## src/sv/btc_pkg.sv

```systemverilog
package btc_pkg;

    localparam int BYTE_W  = 8;
    localparam int ENTRY_W = 3;
    localparam int KEY_W   = 18;
    localparam int ADDR_W  = 3;
    localparam int DATA_W  = 32;

    localparam logic [KEY_W-1:0] KEY_RESET = 18'd189896;

    // register select, taken from paddr[2]
    typedef enum logic
    {
        REG_KEY_MAP      = 1'b0,
        REG_DECRYPT_MODE = 1'b1
    } reg_sel_t;

endpackage

```

## src/sv/btc_store.sv

```systemverilog
module btc_store #(
    parameter int AW = 4
) (
    input  logic                       clk,
    input  logic                       we,
    input  logic [AW-1:0]              waddr,
    input  logic [btc_pkg::BYTE_W-1:0] wdata,
    input  logic                       re,
    input  logic [AW-1:0]              raddr,
    output logic [btc_pkg::BYTE_W-1:0] rdata
);

    logic [btc_pkg::BYTE_W-1:0] mem [(1 << AW)];

    always_ff @(posedge clk)
    begin
        if (we)
        begin
            mem[waddr] <= wdata;
        end
    end

    always_ff @(posedge clk)
    begin
        if (re)
        begin
            rdata <= mem[raddr];
        end
    end

endmodule

```

## src/sv/btc_fill.sv

```systemverilog
module btc_fill #(
    parameter  int BLOCK_LEN = 6,
    localparam int IDX_W     = $clog2(BLOCK_LEN)
) (
    input  logic                       clk,
    input  logic                       rst_n,
    input  logic                       in_valid,
    output logic                       in_stall,
    input  logic [btc_pkg::BYTE_W-1:0] data_byte,
    input  logic                       end_of_message,
    input  logic [1:0]                 bank_busy,
    output logic                       mem_we,
    output logic [IDX_W:0]             mem_waddr,
    output logic [btc_pkg::BYTE_W-1:0] mem_wdata,
    output logic                       push,
    output logic                       push_bank,
    output logic [IDX_W-1:0]           push_last_idx,
    output logic                       push_eom
);

    logic [IDX_W-1:0] fill_reg;
    logic             wbank_reg;
    logic             accept;
    logic             block_end;

    // bank still draining: hold off the writer
    assign in_stall  = bank_busy[wbank_reg];
    assign accept    = in_valid && !in_stall;
    assign block_end = (fill_reg == IDX_W'(BLOCK_LEN - 1)) || end_of_message;

    always_ff @(posedge clk or negedge rst_n)
    begin
        if (!rst_n)
        begin
            fill_reg  <= '0;
            wbank_reg <= 1'b0;
        end
        else if (accept)
        begin
            if (block_end)
            begin
                fill_reg  <= '0;
                wbank_reg <= ~wbank_reg;
            end
            else
            begin
                fill_reg <= fill_reg + 1'b1;
            end
        end
    end

    assign mem_we        = accept;
    assign mem_waddr     = {wbank_reg, fill_reg};
    assign mem_wdata     = data_byte;
    assign push          = accept && block_end;
    assign push_bank     = wbank_reg;
    assign push_last_idx = fill_reg;
    assign push_eom      = end_of_message;

endmodule

```

## src/sv/btc_reader.sv

```systemverilog
module btc_reader #(
    parameter  int BLOCK_LEN = 6,
    localparam int IDX_W     = $clog2(BLOCK_LEN)
) (
    input  logic                       clk,
    input  logic                       rst_n,
    input  logic                       job_valid,
    input  logic [IDX_W-1:0]           job_last_idx,
    input  logic                       job_eom,
    input  logic [btc_pkg::KEY_W-1:0]  key_map,
    input  logic                       decrypt_mode,
    output logic                       rbank,
    output logic                       done,
    output logic                       rd_en,
    output logic [IDX_W:0]             rd_addr,
    input  logic [btc_pkg::BYTE_W-1:0] rd_data,
    output logic                       out_valid,
    input  logic                       out_stall,
    output logic [btc_pkg::BYTE_W-1:0] out_byte,
    output logic                       run_last,
    output logic                       message_last
);

    localparam int ENTRY_W = btc_pkg::ENTRY_W;
    localparam int EXT_W   = (BLOCK_LEN * ENTRY_W > btc_pkg::KEY_W) ?
                             BLOCK_LEN * ENTRY_W : btc_pkg::KEY_W;

    logic             rbank_reg;
    logic [IDX_W-1:0] pos_reg;

    logic             s1_valid_reg;
    logic             s1_zero_reg;
    logic             s1_run_last_reg;
    logic             s1_msg_last_reg;

    logic             out_valid_reg;
    logic [btc_pkg::BYTE_W-1:0] out_byte_reg;
    logic             run_last_reg;
    logic             message_last_reg;

    logic [EXT_W-1:0]   key_ext;
    logic [ENTRY_W-1:0] k_enc;
    logic               found;
    logic [IDX_W-1:0]   inv_idx;
    logic               passthru;
    logic               last;
    logic               src_zero;
    logic [IDX_W-1:0]   src_idx;
    logic               out_load;
    logic               s1_ready;
    logic               issue;

    // positions beyond the key register read as entry 0
    always_comb
    begin
        key_ext = EXT_W'(key_map);
        k_enc   = key_ext[int'(pos_reg) * ENTRY_W +: ENTRY_W];
        found   = 1'b0;
        inv_idx = '0;
        // lowest matching position wins
        for (int n = BLOCK_LEN - 1; n >= 0; n--)
        begin
            if (key_ext[n * ENTRY_W +: ENTRY_W] == ENTRY_W'(pos_reg))
            begin
                found   = 1'b1;
                inv_idx = IDX_W'(n);
            end
        end
        passthru = (job_last_idx != IDX_W'(BLOCK_LEN - 1));
        last     = (pos_reg == job_last_idx);
        if (passthru)
        begin
            src_zero = 1'b0;
            src_idx  = pos_reg;
        end
        else if (!decrypt_mode)
        begin
            src_zero = ({1'b0, k_enc} >= (ENTRY_W + 1)'(BLOCK_LEN));
            src_idx  = k_enc[IDX_W-1:0];
        end
        else
        begin
            src_zero = !found;
            src_idx  = inv_idx;
        end
    end

    assign out_load = s1_valid_reg && (!out_valid_reg || !out_stall);
    assign s1_ready = !s1_valid_reg || out_load;
    assign issue    = job_valid && s1_ready;

    assign rbank   = rbank_reg;
    assign done    = issue && last;
    assign rd_en   = issue;
    assign rd_addr = {rbank_reg, src_idx};

    always_ff @(posedge clk or negedge rst_n)
    begin
        if (!rst_n)
        begin
            rbank_reg     <= 1'b0;
            pos_reg       <= '0;
            s1_valid_reg  <= 1'b0;
            out_valid_reg <= 1'b0;
        end
        else
        begin
            if (issue)
            begin
                if (last)
                begin
                    pos_reg   <= '0;
                    rbank_reg <= ~rbank_reg;
                end
                else
                begin
                    pos_reg <= pos_reg + 1'b1;
                end
            end

            if (issue)
            begin
                s1_valid_reg <= 1'b1;
            end
            else if (out_load)
            begin
                s1_valid_reg <= 1'b0;
            end

            if (out_load)
            begin
                out_valid_reg <= 1'b1;
            end
            else if (!out_stall)
            begin
                out_valid_reg <= 1'b0;
            end
        end
    end

    always_ff @(posedge clk)
    begin
        if (issue)
        begin
            s1_zero_reg     <= src_zero;
            s1_run_last_reg <= last;
            s1_msg_last_reg <= last && job_eom;
        end
        if (out_load)
        begin
            out_byte_reg     <= s1_zero_reg ? '0 : rd_data;
            run_last_reg     <= s1_run_last_reg;
            message_last_reg <= s1_msg_last_reg;
        end
    end

    assign out_valid    = out_valid_reg;
    assign out_byte     = out_byte_reg;
    assign run_last     = run_last_reg;
    assign message_last = message_last_reg;

endmodule

```

## src/sv/block_transposition_cipher.sv

```systemverilog
// Block transposition cipher, one byte per cycle in and out absent stalls.
//
// Input channel (in_valid / in_stall): data_byte plus end_of_message. Bytes
// gather into blocks of BLOCK_LEN. A full block leaves reordered by key_map
// (or its inverse when decrypt_mode is set); a short block closed by
// end_of_message leaves in arrival order.
// Output channel (out_valid / out_stall): out_byte, run_last on the last byte
// of each block, message_last on the last byte of a message.
// Config: APB, key_map at 0x0, decrypt_mode at 0x4; write only while idle.
//
// A block's first byte leaves through the store read and then the output
// register once the request closing it is accepted. Throughput is one byte
// per cycle sustained while the output is not stalled: the block store holds
// two banks, one filling while the other drains through a single read port.
// in_stall rises only while both banks hold blocks not yet drained.
// A stall on the output holds the output register, then the read stage,
// then the bank sequencer; nothing is dropped.
// Reset clears fill position, bank ownership and the output pipe and loads
// the default key; the store itself needs no clearing.
module block_transposition_cipher #(
    parameter int BLOCK_LEN = 6
) (
    input  logic                                clk,
    input  logic                                rst_n,

    input  logic                                in_valid,
    output logic                                in_stall,
    input  logic [btc_pkg::BYTE_W-1:0]          data_byte,
    input  logic                                end_of_message,

    output logic                                out_valid,
    input  logic                                out_stall,
    output logic [btc_pkg::BYTE_W-1:0]          out_byte,
    output logic                                run_last,
    output logic                                message_last,

    input  logic                                psel,
    input  logic                                penable,
    input  logic                                pwrite,
    input  logic [btc_pkg::ADDR_W-1:0]          paddr,
    input  logic [btc_pkg::DATA_W-1:0]          pwdata,
    output logic [btc_pkg::DATA_W-1:0]          prdata,
    output logic                                pready
);

    localparam int IDX_W = $clog2(BLOCK_LEN);

    logic [btc_pkg::KEY_W-1:0] key_map_reg;
    logic                      decrypt_mode_reg;
    logic                      cfg_wr;
    btc_pkg::reg_sel_t         sel;

    logic [1:0]       bank_busy_reg;
    logic [1:0]       bank_busy_next;
    logic [IDX_W-1:0] job_last_reg [2];
    logic             job_eom_reg  [2];

    logic                       mem_we;
    logic [IDX_W:0]             mem_waddr;
    logic [btc_pkg::BYTE_W-1:0] mem_wdata;
    logic                       push;
    logic                       push_bank;
    logic [IDX_W-1:0]           push_last_idx;
    logic                       push_eom;

    logic                       rbank;
    logic                       done;
    logic                       rd_en;
    logic [IDX_W:0]             rd_addr;
    logic [btc_pkg::BYTE_W-1:0] rd_data;

    assign pready = 1'b1;
    assign cfg_wr = psel && penable && pwrite && pready;
    assign sel    = btc_pkg::reg_sel_t'(paddr[2]);

    always_ff @(posedge clk or negedge rst_n)
    begin
        if (!rst_n)
        begin
            key_map_reg      <= btc_pkg::KEY_RESET;
            decrypt_mode_reg <= 1'b0;
        end
        else if (cfg_wr)
        begin
            unique case (sel)
                btc_pkg::REG_KEY_MAP:      key_map_reg      <= pwdata[btc_pkg::KEY_W-1:0];
                btc_pkg::REG_DECRYPT_MODE: decrypt_mode_reg <= pwdata[0];
                default: ;
            endcase
        end
    end

    always_comb
    begin
        unique case (sel)
            btc_pkg::REG_KEY_MAP:      prdata = btc_pkg::DATA_W'(key_map_reg);
            btc_pkg::REG_DECRYPT_MODE: prdata = btc_pkg::DATA_W'(decrypt_mode_reg);
            default:                   prdata = '0;
        endcase
    end

    // bank ownership: set when the writer closes a block, cleared when the
    // reader issues its last read of that bank
    always_comb
    begin
        bank_busy_next = bank_busy_reg;
        if (push)
        begin
            bank_busy_next[push_bank] = 1'b1;
        end
        if (done)
        begin
            bank_busy_next[rbank] = 1'b0;
        end
    end

    always_ff @(posedge clk or negedge rst_n)
    begin
        if (!rst_n)
        begin
            bank_busy_reg <= 2'b00;
        end
        else
        begin
            bank_busy_reg <= bank_busy_next;
        end
    end

    always_ff @(posedge clk)
    begin
        if (push)
        begin
            job_last_reg[push_bank] <= push_last_idx;
            job_eom_reg[push_bank]  <= push_eom;
        end
    end

    btc_fill #(
        .BLOCK_LEN (BLOCK_LEN)
    ) u_fill (
        .clk            (clk),
        .rst_n          (rst_n),
        .in_valid       (in_valid),
        .in_stall       (in_stall),
        .data_byte      (data_byte),
        .end_of_message (end_of_message),
        .bank_busy      (bank_busy_reg),
        .mem_we         (mem_we),
        .mem_waddr      (mem_waddr),
        .mem_wdata      (mem_wdata),
        .push           (push),
        .push_bank      (push_bank),
        .push_last_idx  (push_last_idx),
        .push_eom       (push_eom)
    );

    btc_store #(
        .AW (IDX_W + 1)
    ) u_store (
        .clk   (clk),
        .we    (mem_we),
        .waddr (mem_waddr),
        .wdata (mem_wdata),
        .re    (rd_en),
        .raddr (rd_addr),
        .rdata (rd_data)
    );

    btc_reader #(
        .BLOCK_LEN (BLOCK_LEN)
    ) u_reader (
        .clk          (clk),
        .rst_n        (rst_n),
        .job_valid    (bank_busy_reg[rbank]),
        .job_last_idx (job_last_reg[rbank]),
        .job_eom      (job_eom_reg[rbank]),
        .key_map      (key_map_reg),
        .decrypt_mode (decrypt_mode_reg),
        .rbank        (rbank),
        .done         (done),
        .rd_en        (rd_en),
        .rd_addr      (rd_addr),
        .rd_data      (rd_data),
        .out_valid    (out_valid),
        .out_stall    (out_stall),
        .out_byte     (out_byte),
        .run_last     (run_last),
        .message_last (message_last)
    );

    a_push_free_bank: assert property (@(posedge clk) disable iff (!rst_n)
        push |-> !bank_busy_reg[push_bank])
        else $error("block closed into a bank still draining");

    a_done_busy_bank: assert property (@(posedge clk) disable iff (!rst_n)
        done |-> bank_busy_reg[rbank])
        else $error("reader finished a bank it did not own");

    a_no_write_read_clash: assert property (@(posedge clk) disable iff (!rst_n)
        (mem_we && rd_en) |-> (mem_waddr[IDX_W] != rd_addr[IDX_W]))
        else $error("write and read hit the same bank");

    a_msg_last_ends_run: assert property (@(posedge clk) disable iff (!rst_n)
        (out_valid && message_last) |-> run_last)
        else $error("message end not on a block end");

endmodule
```

## config.mk

```make
export PLATFORM = sky130hd
export DESIGN_NAME = block_transposition_cipher
export DESIGN_NICKNAME = d
export VERILOG_FILES = /design/src/sv/btc_pkg.sv /design/src/sv/btc_store.sv /design/src/sv/btc_fill.sv /design/src/sv/btc_reader.sv /design/src/sv/block_transposition_cipher.sv
export SDC_FILE = /design/constraint.sdc
export NUM_CORES = 1
export LEC_CHECK = 0
export ABC_CLOCK_PERIOD_IN_PS = 3800
export BUFFER_PORTS_ARGS = -buffer_cell sky130_fd_sc_hd__buf_2
export CORE_AREA = 2 2 142 144
export DETAILED_ROUTE_END_ITERATION = 8
export DIE_AREA = 0 0 144 146
export PLACE_DENSITY = 0.73
export SLEW_MARGIN = 20
export SYNTH_ARGS = -nofsm -noshare
export SYNTH_HDL_FRONTEND = slang
export SYNTH_SLANG_ARGS = --single-unit
```

## constraint.sdc

```tcl
create_clock -name clk -period 3.8 [get_ports clk]
set_clock_uncertainty 0.1 [all_clocks]
set_input_delay 0.76 -clock clk [delete_from_list [all_inputs] [get_ports clk]]
set_output_delay 0.76 -clock clk [all_outputs]
set_load 0.02 [all_outputs]
```

==> run metrics <==
most used flip-flop cell after synthesis edfxtp_1; layout cells sized above 1 0.214; kind of critical path reg2reg; Fillers roughly 1,600; Slew headroom 0.410; Yosys top cell area share 0.449; Starting Density 0.543; initial antenna violation count 0; Via Count approximately 7,300; total iterations of the first detailed-routing run 5; FMAX 299 MHz; vias in the first global route roughly 6,900; first-iteration detailed-routing DRC count 720; PortBufs 64; H-tree Lvls 4; worst r2r src u_reader.rbank; CP Capture Type flop; Clock Latency Late Sink 0.43 ns; # rows 51; WL/cell around 21 µm; Layout area overhead 10.4%; fin crit share 0.879; Cells after Synth 836; hold buffers post-CTS 0; CTS tree done; CTS buffer count 17; GRT overflow 0; status completed; max reg flops 128; Setup violations, final 0; post-synth top area cell edfxtp_1; Fin. Hold Viols 0; unrepaired setup endpoints after global routing no; Die Span X 144 µm; register area about 0.0055 mm²; core area between 0.015 and 0.02 mm²; static leakage power 0.00453 µW; largest net degree at the start of global routing 65; Detailed Route WL 24.7 mm; Sink Count 188; reg2reg end u_store.rdata[7]; Avg Cell Area, Syn ~13 µm²; DIE HEIGHT approximately 150 µm; Post-synth EDFFs 157; commonest cells in the netlist edfxtp_1 (157), mux2i_1 (157), o22ai_1 (58); crit path from u_reader.rbank; Synth Cell Area 0.0105 mm²; Diodes inserted 0; Clock Tree Buf Depth 2; Worst Setup EP u_store.rdata[7]; RePlAce Congestion 0.810; async set-reset flop share out of synthesis 0.165; Ports 96; post-cts resize count 0; CP required 3.84 ns; post-detail-place hpwl 15.2 mm; Multi-input gate area about 0.0046 mm²; R2R depth 8; setup bufs post-CTS 0; Final Max Tran Viols 0; Worst setup SP type flop; synthesis-stage register bit count 188; Worst Path Max Fanout 43; Critical Path AT 3.38 ns; R2R Setup Slk 0.46 ns; PD cells a little under 800 mW/mm²; Clock transition at path regs 0.07 ns; Period minus WS final 3.34 ns; Worst-Margin Slew 0.885 ns; Synth cell types between 50 and 60; DR DRC count 0; Root Buffer clkbuf_16; die area 0.0210 mm²; first-pass GRT wire length 37.6 mm; Final Net Count 945; Synth Warn # 0; setup TNS 0 ns; post-layout util 0.599; fraction of the yosys area taken by sequential cells 0.524; maximum vdd drop 0.000967 V; top cells by area, synth edfxtp_1 (45%), mux2i_1 (15%), dfrtp_1 (5.2%); Max Cap Viol 0; Tot GR Track Use 0.234; Worst Hold Class in2async; Antenna Violating Nets Remaining 0; Via density between 6 and 7
## cells in the final DEF (no fill, tap or decap), types with 12 or more instances in the layout
| master | instances |
|---|---|
| edfxtp_1 | 157 |
| dfrtp_1 | 21 |
| mux2_1 | 14 |
| nor2b_1 | 27 |
| mux2_2 | 48 |
| mux2i_1 | 157 |
| nand2_1 | 24 |
| o22a_1 | 17 |
| o21ai_0 | 21 |
| xnor2_1 | 19 |
| o22ai_1 | 58 |
| nand3_1 | 12 |
| clkbuf_16 | 19 |
| nor2_1 | 33 |
| buf_4 | 27 |
| conb_1 | 15 |
| buf_2 | 64 |
| a21oi_1 | 41 |
## stage by stage
step | setup slack (ns) | total power, µW | instance area (µm²) | std cells | hold WS [ns]
6_report | 0.460 | 9210 | 11600 | 1167 | 0.273
5_1_grt | 0.282 | 9660 | 11600 | 1167 | 0.318
4_1_cts | 0.472 | 9190 | 11600 | 1167 | 0.285
3_5_place_dp | 0.487 | 7500 | 11000 | 1135 | 0.305
3_3_place_gp | 0.529 | 7410 | 11000 | 1135 | 0.304
2_1_floorplan | 0.925 | 6540 | 10500 | 849 | 0.300
## worst min path at each step
stage | start | end
after global routing | rst_n | u_fill.push_bank
after global placement | u_reader.s1_msg_last_reg | u_reader.message_last
after detailed placement | u_reader.s1_run_last_reg | u_reader.run_last
final | rst_n | u_fill.push_bank
after floorplan | u_reader.s1_msg_last_reg | u_reader.message_last
after CTS | rst_n | bank_busy_reg[0]
## routing by layer
layer | up-vias | global-route usage | part of all wire | routed length (µm)
li1 | 3312 | - | - | -
met1 | 3621 | 0.301 | 0.42 | 10300
met2 | 286 | 0.390 | 0.49 | 12200
met3 | 42 | 0.0596 | 0.067 | 1670
met4 | 0 | 0.0696 | 0.020 | 499
met5 | - | 0 | 0 | 0
## power by group
group / internal, µW / total (µW) / leakage (µW) / switching [µW]
clock network: 936 / 1690 / 0.000279 / 755
registers: 2650 / 2970 / 0.00179 / 318
logic: 2030 / 4550 / 0.00246 / 2520
total: 5620 / 9210 / 0.00453 / 3590
## worst max-delay path, cell delays in order, from the launching register on
cell,delay [ns]
dfrtp_1,0.65
nand4b_1,0.26
o31ai_4,0.15
buf_4,0.53
nor2_1,0.14
nor2_4,0.22
nor3b_2,0.15
a22o_1,0.25
or4_1,0.60
## cell type report
cell class	instances	area share
Inverter	4	0.00130
Clock buffer	24	0.0435
Clock inverter	8	0.00497
Timing Repair Buffer	94	0.0503
Multi-Input combinational cell	584	0.396
Sequential cell	188	0.475
Tap cell	265	0.0286
## kinds of logic (layout without fill, tap and decap cells)
group,Yosys count,in the layout,share of synthesized area
adder cells (fa/ha/maj),5,5,0.00596
buffers and inverters,77,130,0.0441
other,2,15,0.000715
XOR/XNOR,24,24,0.0200
AO/OA/AOI/OAI,182,182,0.115
multiplexers,220,220,0.218
flip-flops,188,188,0.524
AND/OR/NAND/NOR,138,138,0.0718
No activity file was read; power rests on OpenSTA's default activity.
